===== config.mk =====
export PLATFORM = sky130hd
export DESIGN_NAME = mlvn_nbr
export DESIGN_NICKNAME = d
export VERILOG_FILES = /design/src/mlvn_pkg.sv /design/src/mlvn_nbr.sv
export SDC_FILE = /design/constraint.sdc
export NUM_CORES = 1
export LEC_CHECK = 0
export ABC_AREA = 1
export BUFFER_PORTS_ARGS = -buffer_cell sky130_fd_sc_hd__buf_2
export CORE_MARGIN = 4
export CORE_UTILIZATION = 38
export DETAILED_ROUTE_END_ITERATION = 8
export GPL_ROUTABILITY_DRIVEN = 0
export PLACE_DENSITY = 0.66
export SYNTH_ARGS = -nofsm -noshare
export SYNTH_HDL_FRONTEND = slang
export SYNTH_SLANG_ARGS = --single-unit

===== constraint.sdc =====
create_clock -name vclk -period 2.8
set_input_delay 0.14 -clock vclk [all_inputs]
set_output_delay 0.14 -clock vclk [all_outputs]
set_load 0.005 [all_outputs]

===== src/mlvn_pkg.sv =====
`timescale 1ns / 1ps
// mlvn_pkg: shared types and constants of the least-visited maze navigator.
// No dependencies.
package mlvn_pkg;

	localparam int MAZE_SIZE_DEF  = 32;
	localparam int COUNT_BITS_DEF = 8;
	localparam int POS_BITS       = 5;
	localparam int RUN_BITS       = 4;

	localparam logic [RUN_BITS-1:0] RUN_MAX      = 4'd15;
	localparam logic [RUN_BITS-1:0] FINISH_RESET = 4'd3;

	localparam logic [1:0] ACT_LEFT    = 2'd0;
	localparam logic [1:0] ACT_FORWARD = 2'd1;
	localparam logic [1:0] ACT_RIGHT   = 2'd2;
	localparam logic [1:0] ACT_AROUND  = 2'd3;

	localparam logic [1:0] DIR_NORTH = 2'd0;
	localparam logic [1:0] DIR_EAST  = 2'd1;
	localparam logic [1:0] DIR_SOUTH = 2'd2;
	localparam logic [1:0] DIR_WEST  = 2'd3;

	localparam logic [1:0] TURN_LEFT  = 2'd3;
	localparam logic [1:0] TURN_RIGHT = 2'd1;
	localparam logic [1:0] TURN_BACK  = 2'd2;

	typedef struct packed {
		logic wall_left;
		logic wall_forward;
		logic wall_right;
	} in_t;

	typedef struct packed {
		logic [1:0]          action;
		logic                finished;
		logic [POS_BITS-1:0] pos_x;
		logic [POS_BITS-1:0] pos_y;
		logic [1:0]          heading;
	} out_t;

endpackage


===== src/mlvn_nbr.sv =====
`timescale 1ns / 1ps
// mlvn_nbr: neighbor cell of a grid position in a given direction, with an
// on-grid flag. Depends on mlvn_pkg.
module mlvn_nbr import mlvn_pkg::*; #(
	parameter int MAZE_SIZE = MAZE_SIZE_DEF,
	localparam int CW = $clog2(MAZE_SIZE)
) (
	input  logic [CW-1:0] x,
	input  logic [CW-1:0] y,
	input  logic [1:0]    dir,
	output logic [CW-1:0] nx,
	output logic [CW-1:0] ny,
	output logic          ok
);

	localparam logic [CW-1:0] LAST = CW'(MAZE_SIZE - 1);

	always_comb begin
		nx = x;
		ny = y;
		ok = 1'b0;
		case (dir)
			DIR_NORTH: begin
				ok = (y != LAST);
				ny = y + 1'b1;
			end
			DIR_EAST: begin
				ok = (x != LAST);
				nx = x + 1'b1;
			end
			DIR_SOUTH: begin
				ok = (y != '0);
				ny = y - 1'b1;
			end
			DIR_WEST: begin
				ok = (x != '0);
				nx = x - 1'b1;
			end
			default: begin
				ok = 1'b0;
			end
		endcase
	end

endmodule


==> results.yml <==
run_status:
  status: "finished clean"
route:
  totalWireLength_um: 1300
  wire_per_inst_um: 9.35
  num_vias: 691
  vias_per_cell: 4.97
  first_iter_violations: 9
  postRouteAntennaNets: 0
  drc: 0
  first_pass_iters: 4
yosys:
  ys_types: 20
  synth.avg_cell_area_sq_um: 5.23
  ys_warn_count: 0
  synth_top_area_cell: "nand2_1"
  yosysMostFrequentCell: "nand2_1"
  synthTopCellsByArea: "nand2_1, nand3_1, inv_1"
  synth_nets: 119
  postSynthCellCount: 105
  synthTopCellsByCount: "nand2_1, nand3_1, inv_1"
  syn_area_sq_um: 549
  synth_top_area_share_pct: 23.9
  ys_seq_area_share_pct: 0
power_and_ir_drop:
  leakagePower_uw: 0.000398
  p_int_uw: 44.1
  p_seq_share_pct: 0
  p_sw_share_pct: 58.3
  power.density_mw_per_mm2: 165
  clkPwrFrac_pct: 0
  power.switching_uw: 61.7
  combPwrFrac_pct: 100.0
  ir_worst_vdd_uv: 71.4
global_routing:
  grt_max_degree: 17
  grt_pass1_vias: 539
  gr-usage-all-layers_pct: 12.6
  grt_first_pass_wirelength_um: 2150
  gr-total-overflow: 0
  antenna_found_initial: 0
final_layout:
  fillers: 142
  fin_nets: 140
  clock_buffers: 0
  nFlopsAndLatches: 0
  finish.utilization_pct: 48.1
  num_antenna_cells: 0
  areaGrowthSynthToFinish_pct: 16.9
  seqCellArea_sq_um: 0
  drive_above_1_share_pct: 25.0
  final_area_sq_um: 642
sta:
  period_share_pct: 58.8
  drv_slew: 0
  worst_slew_pin_slew_ns: 0.361
  tns_ns: 0
  slew_headroom_pct: 76.0
  hold_violations: 0
  max_freq_ghz: 0.607
  min_period_ns: 1.65
  rsz0062_at_grt: "false"
  setup_viol: 0
floorplanning:
  start_util_pct: 41.2
  num_rows: 13
  dieWidth_um: 46.0
  die_area_sq_mm: 0.00212
  core_sq_mm: 0.00133
  die_y_um: 46.0
  pin_count: 23
min_path:
  whs_endpoint: "nx[0]"
  min_from: "x[0]"
  hold_depth: 3
  worstHoldPathType: "primary input to output pin"
critical_path:
  path_buf_inv: 5
  max_stage_delay_ns: 0.31
  arrival_ns: 1.51
  critPathLaunchType: "primary input"
  worstPathCellList: "buf_2 > inv_6 > nand2_4 > nand2_1 > nand2_1 > inv_1 > ha_1 > inv_1 > nand2_1 > nand3_2 > nand2_1 > nand2_1 > nand3_1 > nand2_1 > buf_2"
  required_ns: 2.66
  critPathMostFrequentCell: "nand2_1"
  crit_type: "primary input to output pin"
  cp_max_fo: 16
  end_kind: "output pin"
  critPathTopFamily: "buffers and inverters"
  critPathSlowestCell: "buf_2"
placed_design:
  io_buffers: 23
  hpwl_um: 1110
  dpl_cell_area_sq_um: 642
cts:
  cts_resized: 0
  cts_hold_buffers: 0
  cts_setup_buffers: 0
run:
  cap_violations: 0
## layout by cell type, fill, tap and decap left out
| cell type | synthesis | layout |
|---|---|---|
| xnor2_1 | 2 | 2 |
| inv_6 | 1 | 1 |
| o21ai_0 | 9 | 9 |
| o221ai_1 | 1 | 1 |
| xor2_1 | 2 | 2 |
| or2_1 | 2 | 2 |
| nor2_1 | 2 | 2 |
| nand2_4 | 2 | 2 |
| buf_2 | 0 | 23 |
| a31oi_1 | 1 | 1 |
| nand3_2 | 2 | 2 |
| nand3_1 | 20 | 20 |
| inv_2 | 1 | 1 |
| nand2_1 | 35 | 35 |
| nand2_2 | 1 | 1 |
| ha_1 | 2 | 2 |
| nor2_2 | 1 | 1 |
| nand4_1 | 2 | 2 |
| inv_1 | 15 | 15 |
## cell families (layout without fill, tap and decap cells)
| logic type | count (synthesis) | count (layout) | synth area share (%) |
|---|---|---|---|
| buffers and inverters | 21 | 40 | 20.0 |
| AND/OR/NAND/NOR | 67 | 67 | 58.1 |
| AO/OA/AOI/OAI | 11 | 11 | 10.9 |
| XOR/XNOR | 4 | 4 | 6.38 |
| adder cells (fa/ha/maj) | 2 | 2 | 4.56 |
## power groups by stage
stage	clock [uW]	sequential (uW)	combinational, uW
global placement	0	0	106
global route	0	0	121
detailed placement	0	0	107
floorplan	0	0	73.6
CTS	0	0	107
finish	0	0	106
## routing by layer
| layer | vias to the layer above | GRT usage [%] | wire [um] |
|---|---|---|---|
| met4 | 0 | 0 | 0 |
| met5 | - | 0 | 0 |
| li1 | 376 | - | - |
| met3 | 0 | 0 | 59 |
| met1 | 296 | 18.2 | 636 |
| met2 | 19 | 22.0 | 603 |
## worst min-delay path: cells and delay by family
family                    cells  cell delay (ns)
buffers and inverters         2             0.24
xor gates and xnor gates      1             0.06
## final cells by class
type / instances / area, sq um / share of cell area (%)
Inverter: 17 / 68.8 / 10.7
Multi-Input combinational cell: 84 / 439 / 68.4
Tap cell: 15 / 18.8 / 2.92
Timing Repair Buffer: 23 / 115 / 17.9
## worst max-delay path by stage
| stage | end | slack [ns] | from | cells after the start |
|---|---|---|---|---|
| after global placement | ny[2] | 1.12 | dir[0] | 12 |
| after detailed placement | ny[4] | 1.13 | dir[0] | 15 |
| after CTS | ny[4] | 1.13 | dir[0] | 15 |
| final | ny[4] | 1.15 | dir[0] | 15 |
| after global routing | nx[4] | 0.98 | dir[0] | 15 |
| after floorplan | nx[2] | 1.56 | dir[1] | 11 |
## per-stage QoR
stage | worst slack (ns) | power [uW] | std cells | hold WS, ns
floorplan | 1.56 | 73.6 | 105 | 0.330
global placement | 1.12 | 106 | 139 | 0.587
detailed placement | 1.13 | 107 | 139 | 0.583
CTS | 1.13 | 107 | 139 | 0.587
global route | 0.979 | 121 | 139 | 0.605
finish | 1.15 | 106 | 139 | 0.584
No activity file was read; power rests on OpenSTA's default activity.
