**config.mk**
```make
export PLATFORM = sky130hd
export DESIGN_NAME = mlvn_decide
export DESIGN_NICKNAME = d
export VERILOG_FILES = /design/src/mlvn_pkg.sv /design/src/mlvn_nbr.sv /design/src/mlvn_decide.sv
export SDC_FILE = /design/constraint.sdc
export NUM_CORES = 1
export LEC_CHECK = 0
export ABC_AREA = 1
export BUFFER_PORTS_ARGS = -buffer_cell sky130_fd_sc_hd__buf_2
export CORE_AREA = 2 2 70 72
export DETAILED_ROUTE_END_ITERATION = 8
export DIE_AREA = 0 0 72 74
export PLACE_DENSITY = 0.77
export SYNTH_ARGS = -nofsm -noshare
export SYNTH_HDL_FRONTEND = slang
export SYNTH_SLANG_ARGS = --single-unit
```
**constraint.sdc**
```tcl
create_clock -name vclk -period 6.65
set_input_delay 1.995 -clock vclk [all_inputs]
set_output_delay 1.995 -clock vclk [all_outputs]
set_load 0.005 [all_outputs]
```
**src/mlvn_pkg.sv**
```systemverilog
`timescale 1ns / 1ps
// mlvn_pkg: shared types and constants of the least-visited maze navigator.
// No dependencies.
package mlvn_pkg;

	localparam int MAZE_SIZE_DEF  = 32;
	localparam int COUNT_BITS_DEF = 8;
	localparam int POS_BITS       = 5;
	localparam int RUN_BITS       = 4;

	localparam logic [RUN_BITS-1:0] RUN_MAX      = 4'd15;
	localparam logic [RUN_BITS-1:0] FINISH_RESET = 4'd3;

	localparam logic [1:0] ACT_LEFT    = 2'd0;
	localparam logic [1:0] ACT_FORWARD = 2'd1;
	localparam logic [1:0] ACT_RIGHT   = 2'd2;
	localparam logic [1:0] ACT_AROUND  = 2'd3;

	localparam logic [1:0] DIR_NORTH = 2'd0;
	localparam logic [1:0] DIR_EAST  = 2'd1;
	localparam logic [1:0] DIR_SOUTH = 2'd2;
	localparam logic [1:0] DIR_WEST  = 2'd3;

	localparam logic [1:0] TURN_LEFT  = 2'd3;
	localparam logic [1:0] TURN_RIGHT = 2'd1;
	localparam logic [1:0] TURN_BACK  = 2'd2;

	typedef struct packed {
		logic wall_left;
		logic wall_forward;
		logic wall_right;
	} in_t;

	typedef struct packed {
		logic [1:0]          action;
		logic                finished;
		logic [POS_BITS-1:0] pos_x;
		logic [POS_BITS-1:0] pos_y;
		logic [1:0]          heading;
	} out_t;

endpackage

```
**src/mlvn_nbr.sv**
```systemverilog
`timescale 1ns / 1ps
// mlvn_nbr: neighbor cell of a grid position in a given direction, with an
// on-grid flag. Depends on mlvn_pkg.
module mlvn_nbr import mlvn_pkg::*; #(
	parameter int MAZE_SIZE = MAZE_SIZE_DEF,
	localparam int CW = $clog2(MAZE_SIZE)
) (
	input  logic [CW-1:0] x,
	input  logic [CW-1:0] y,
	input  logic [1:0]    dir,
	output logic [CW-1:0] nx,
	output logic [CW-1:0] ny,
	output logic          ok
);

	localparam logic [CW-1:0] LAST = CW'(MAZE_SIZE - 1);

	always_comb begin
		nx = x;
		ny = y;
		ok = 1'b0;
		case (dir)
			DIR_NORTH: begin
				ok = (y != LAST);
				ny = y + 1'b1;
			end
			DIR_EAST: begin
				ok = (x != LAST);
				nx = x + 1'b1;
			end
			DIR_SOUTH: begin
				ok = (y != '0);
				ny = y - 1'b1;
			end
			DIR_WEST: begin
				ok = (x != '0);
				nx = x - 1'b1;
			end
			default: begin
				ok = 1'b0;
			end
		endcase
	end

endmodule

```
**src/mlvn_decide.sv**
```systemverilog
`timescale 1ns / 1ps
// mlvn_decide: least-visited side choice, new heading and new position.
// Depends on mlvn_pkg and mlvn_nbr.
module mlvn_decide import mlvn_pkg::*; #(
	parameter int MAZE_SIZE  = MAZE_SIZE_DEF,
	parameter int COUNT_BITS = COUNT_BITS_DEF,
	localparam int CW = $clog2(MAZE_SIZE)
) (
	input  logic [CW-1:0]         cur_x,
	input  logic [CW-1:0]         cur_y,
	input  logic [1:0]            cur_hd,
	input  in_t                   walls,
	input  logic [COUNT_BITS-1:0] cnt_l,
	input  logic [COUNT_BITS-1:0] cnt_f,
	input  logic [COUNT_BITS-1:0] cnt_r,
	output logic [1:0]            act,
	output logic [1:0]            new_hd,
	output logic [CW-1:0]         new_x,
	output logic [CW-1:0]         new_y
);

	localparam logic [COUNT_BITS:0] BLOCKED = {1'b1, {COUNT_BITS{1'b0}}};

	logic [1:0]          hl, hf, hr;
	logic [CW-1:0]       nx_l, ny_l, nx_f, ny_f, nx_r, ny_r;
	logic                ok_l, ok_f, ok_r;
	logic                bl, bf, br;
	logic [COUNT_BITS:0] cl, cf, cr;

	assign hl = cur_hd + TURN_LEFT;
	assign hf = cur_hd;
	assign hr = cur_hd + TURN_RIGHT;

	mlvn_nbr #(.MAZE_SIZE(MAZE_SIZE)) u_nbr_l (
		.x(cur_x), .y(cur_y), .dir(hl), .nx(nx_l), .ny(ny_l), .ok(ok_l)
	);
	mlvn_nbr #(.MAZE_SIZE(MAZE_SIZE)) u_nbr_f (
		.x(cur_x), .y(cur_y), .dir(hf), .nx(nx_f), .ny(ny_f), .ok(ok_f)
	);
	mlvn_nbr #(.MAZE_SIZE(MAZE_SIZE)) u_nbr_r (
		.x(cur_x), .y(cur_y), .dir(hr), .nx(nx_r), .ny(ny_r), .ok(ok_r)
	);

	assign bl = walls.wall_left || !ok_l;
	assign bf = walls.wall_forward || !ok_f;
	assign br = walls.wall_right || !ok_r;
	assign cl = bl ? BLOCKED : {1'b0, cnt_l};
	assign cf = bf ? BLOCKED : {1'b0, cnt_f};
	assign cr = br ? BLOCKED : {1'b0, cnt_r};

	always_comb begin
		if (!bl && cl <= cf && cl <= cr) begin
			act    = ACT_LEFT;
			new_hd = hl;
			new_x  = nx_l;
			new_y  = ny_l;
		end else if (!bf && cf <= cr) begin
			act    = ACT_FORWARD;
			new_hd = hf;
			new_x  = nx_f;
			new_y  = ny_f;
		end else if (!br) begin
			act    = ACT_RIGHT;
			new_hd = hr;
			new_x  = nx_r;
			new_y  = ny_r;
		end else begin
			act    = ACT_AROUND;
			new_hd = cur_hd + TURN_BACK;
			new_x  = cur_x;
			new_y  = cur_y;
		end
	end

endmodule

```
==> reports/qor.yml <==
global_routing:
  grt_pass1_wl_mm: 11.5
  grt_max_degree: 17
  antenna_found_initial: 0
  grt_pass1_vias: 2738
  grt_usage_pct: 26.0
  overflow: 0
timing:
  post-route-period-util_pct: 102
  post-route-min-period_ns: 6.77
  final_hold_viol_count: 0
  fmax_ghz: 0.148
  slew_headroom_pct: 76.0
  finalSetupViolCount: 12
  final.setup.tns_ns: -0.567
  rsz0062_at_grt: "yes"
  worstMarginPinSlew_ns: 0.359
  hold_slack_ns: 4.55
  finalMaxSlewViolations: 0
  layout_setup_ws_ns: -0.117
cells_and_area:
  layout_commonest_cell: "nand2_1"
  nets: 575
  n_fill_cell: 326
  multi_input_area_um2: 2400
  drive_gt1_share_pct: 44.7
  diodes: 0
  clock_buffers: 0
  layout_common_cells: "92 x nand2_1, 58 x buf_4, 48 x buf_2, 44 x inv_1, 26 x nand2_2"
  seq_cell_count: 0
  seq_area_um2: 0
  stdcell_area_um2: 3530
  area_growth_pct: 58.0
yosys:
  netlist_area_um2: 2230
  seq_area_frac_synth_pct: 0
  yosysUniqueCellTypes: 35
  synth_cells: 389
  yosys_warnings: 0
  syn_avg_cell_area_um2: 5.74
  synth_nets: 468
placement:
  place_area_um2: 2890
  port_buffers: 53
  place_hpwl_mm: 5.50
  dpl_worst_slack_ns: -0.189
  place.gp.congestion: 0.907
detailed_routing:
  wl_per_cell_um: 15.5
  drt_first_pass_iters: 5
  wl_mm: 8.51
  via_count: 3133
  antenna_left: 0
  drc: 0
  first_iter_violations: 160
  via_per_inst: 5.72
critical_path:
  cp.arrival_ns: 4.77
  cp-end-kind: "output port"
  path_delay_family: "simple AND/OR/NAND/NOR gates"
  startpoint_type: "input port"
  path_class: "input port to output port"
  cp.required_ns: 4.66
  slowest_stage: "a21oi_1"
  slowest_delay_ns: 0.23
  cp_max_fo: 7
  crit_buf_inv: 6
floorplanning:
  die_area_um2: 5330
  core_um2: 4600
  ios: 53
  start_util_pct: 48.5
  std_cell_rows: 25
  die_h_um: 74
  die_w_um: 72
power:
  power_density_nw_per_um2: 106
  p_leak_nw: 1.84
  ir_worst_vdd_v: 0.0000501
run:
  drv_cap: 0
min_path:
  hp-class: "input port to output port"
run_status:
  failed_checks: "negative setup slack"
  outcome: "complete, but fails checks"
[path summary, 6_finish.rpt]
kind / cells past startpoint / end / slack, ns / from
hold / removal: 6 / new_x[0] / 4.55 / cur_x[0]
setup / recovery: 25 / new_hd[0] / -0.12 / cur_x[0]
[tightest hold or removal path, stage by stage]
cell	delay [ns]
buf_8	0.08
buf_4	0.12
xnor2_1	0.08
nand4_1	0.09
nand2_1	0.07
buf_2	0.13
[where the power goes]
group          switching (W)  total, W  internal [W]  leakage, nW
sequential                 0         0             0            0
combinational       0.000207  0.000373      0.000165         1.84
clock                      0         0             0            0
total               0.000207  0.000373      0.000165         1.84
[synthesized netlist by cell type, drive strengths merged]
cell,count,area (um2)
nand3,24,143
o22ai,1,6.26
inv,54,205
nand2,129,509
nor2,24,108
o221a,2,22.5
nand4,17,106
a22oi,3,22.5
o21ai,26,130
a21oi,16,80.1
o211ai,2,15.0
nand3b,3,22.5
a31oi,1,6.26
xnor2,2,17.5
a22o,2,17.5
a21boi,1,7.51
clkbuf,10,37.5
ha,40,500
nor3,1,5.00
a211oi,1,7.51
buf,7,58.8
xor2,11,96.3
a221o,2,20.0
o221ai,10,87.6
[per-layer routing]
metal | share of wire (%) | GRT usage, % | wire, um
met1 | 38 | 32.4 | 3250
met4 | 3.6 | 4.40 | 303
met2 | 51 | 50.9 | 4320
met3 | 7.5 | 0.407 | 636
met5 | 0 | 0 | 0
[per-stage QoR]
| stage | std cells | power, W | utilization [%] |
|---|---|---|---|
| 3_3_place_gp | 535 | 0.000272 | 62.8 |
| 5_1_grt | 548 | 0.000403 | 76.7 |
| 2_1_floorplan | 389 | 0.000175 | - |
| 3_5_place_dp | 535 | 0.000279 | 62.8 |
| 6_report | 548 | 0.000373 | 76.7 |
| 4_1_cts | 539 | 0.000304 | 67.2 |
[cell type report]
class	count	share of cell area, %
multi-input combinational	320	68.1
tap	54	1.92
inverter	54	6.10
timing repair buffer	120	23.8
[repair_timing]
item	4_1_cts	5_1_grt
pin swaps	18	50
setup endpoints to repair	14	14
hold buffers	0	0
gates cloned	1	1
endpoints found under the hold margin	0	0
buffers inserted	4	9
resized for setup	46	82
[logic make-up after synthesis]
| logic type | count (synthesis) | share of synthesized area [%] |
|---|---|---|
| simple gates | 198 | 40.0 |
| compound gates | 67 | 18.9 |
| fa+ha+maj | 40 | 22.4 |
| xor+xnor | 13 | 5.10 |
| buf+inv | 71 | 13.5 |
Note: power is estimated with default switching activity, not from simulation.
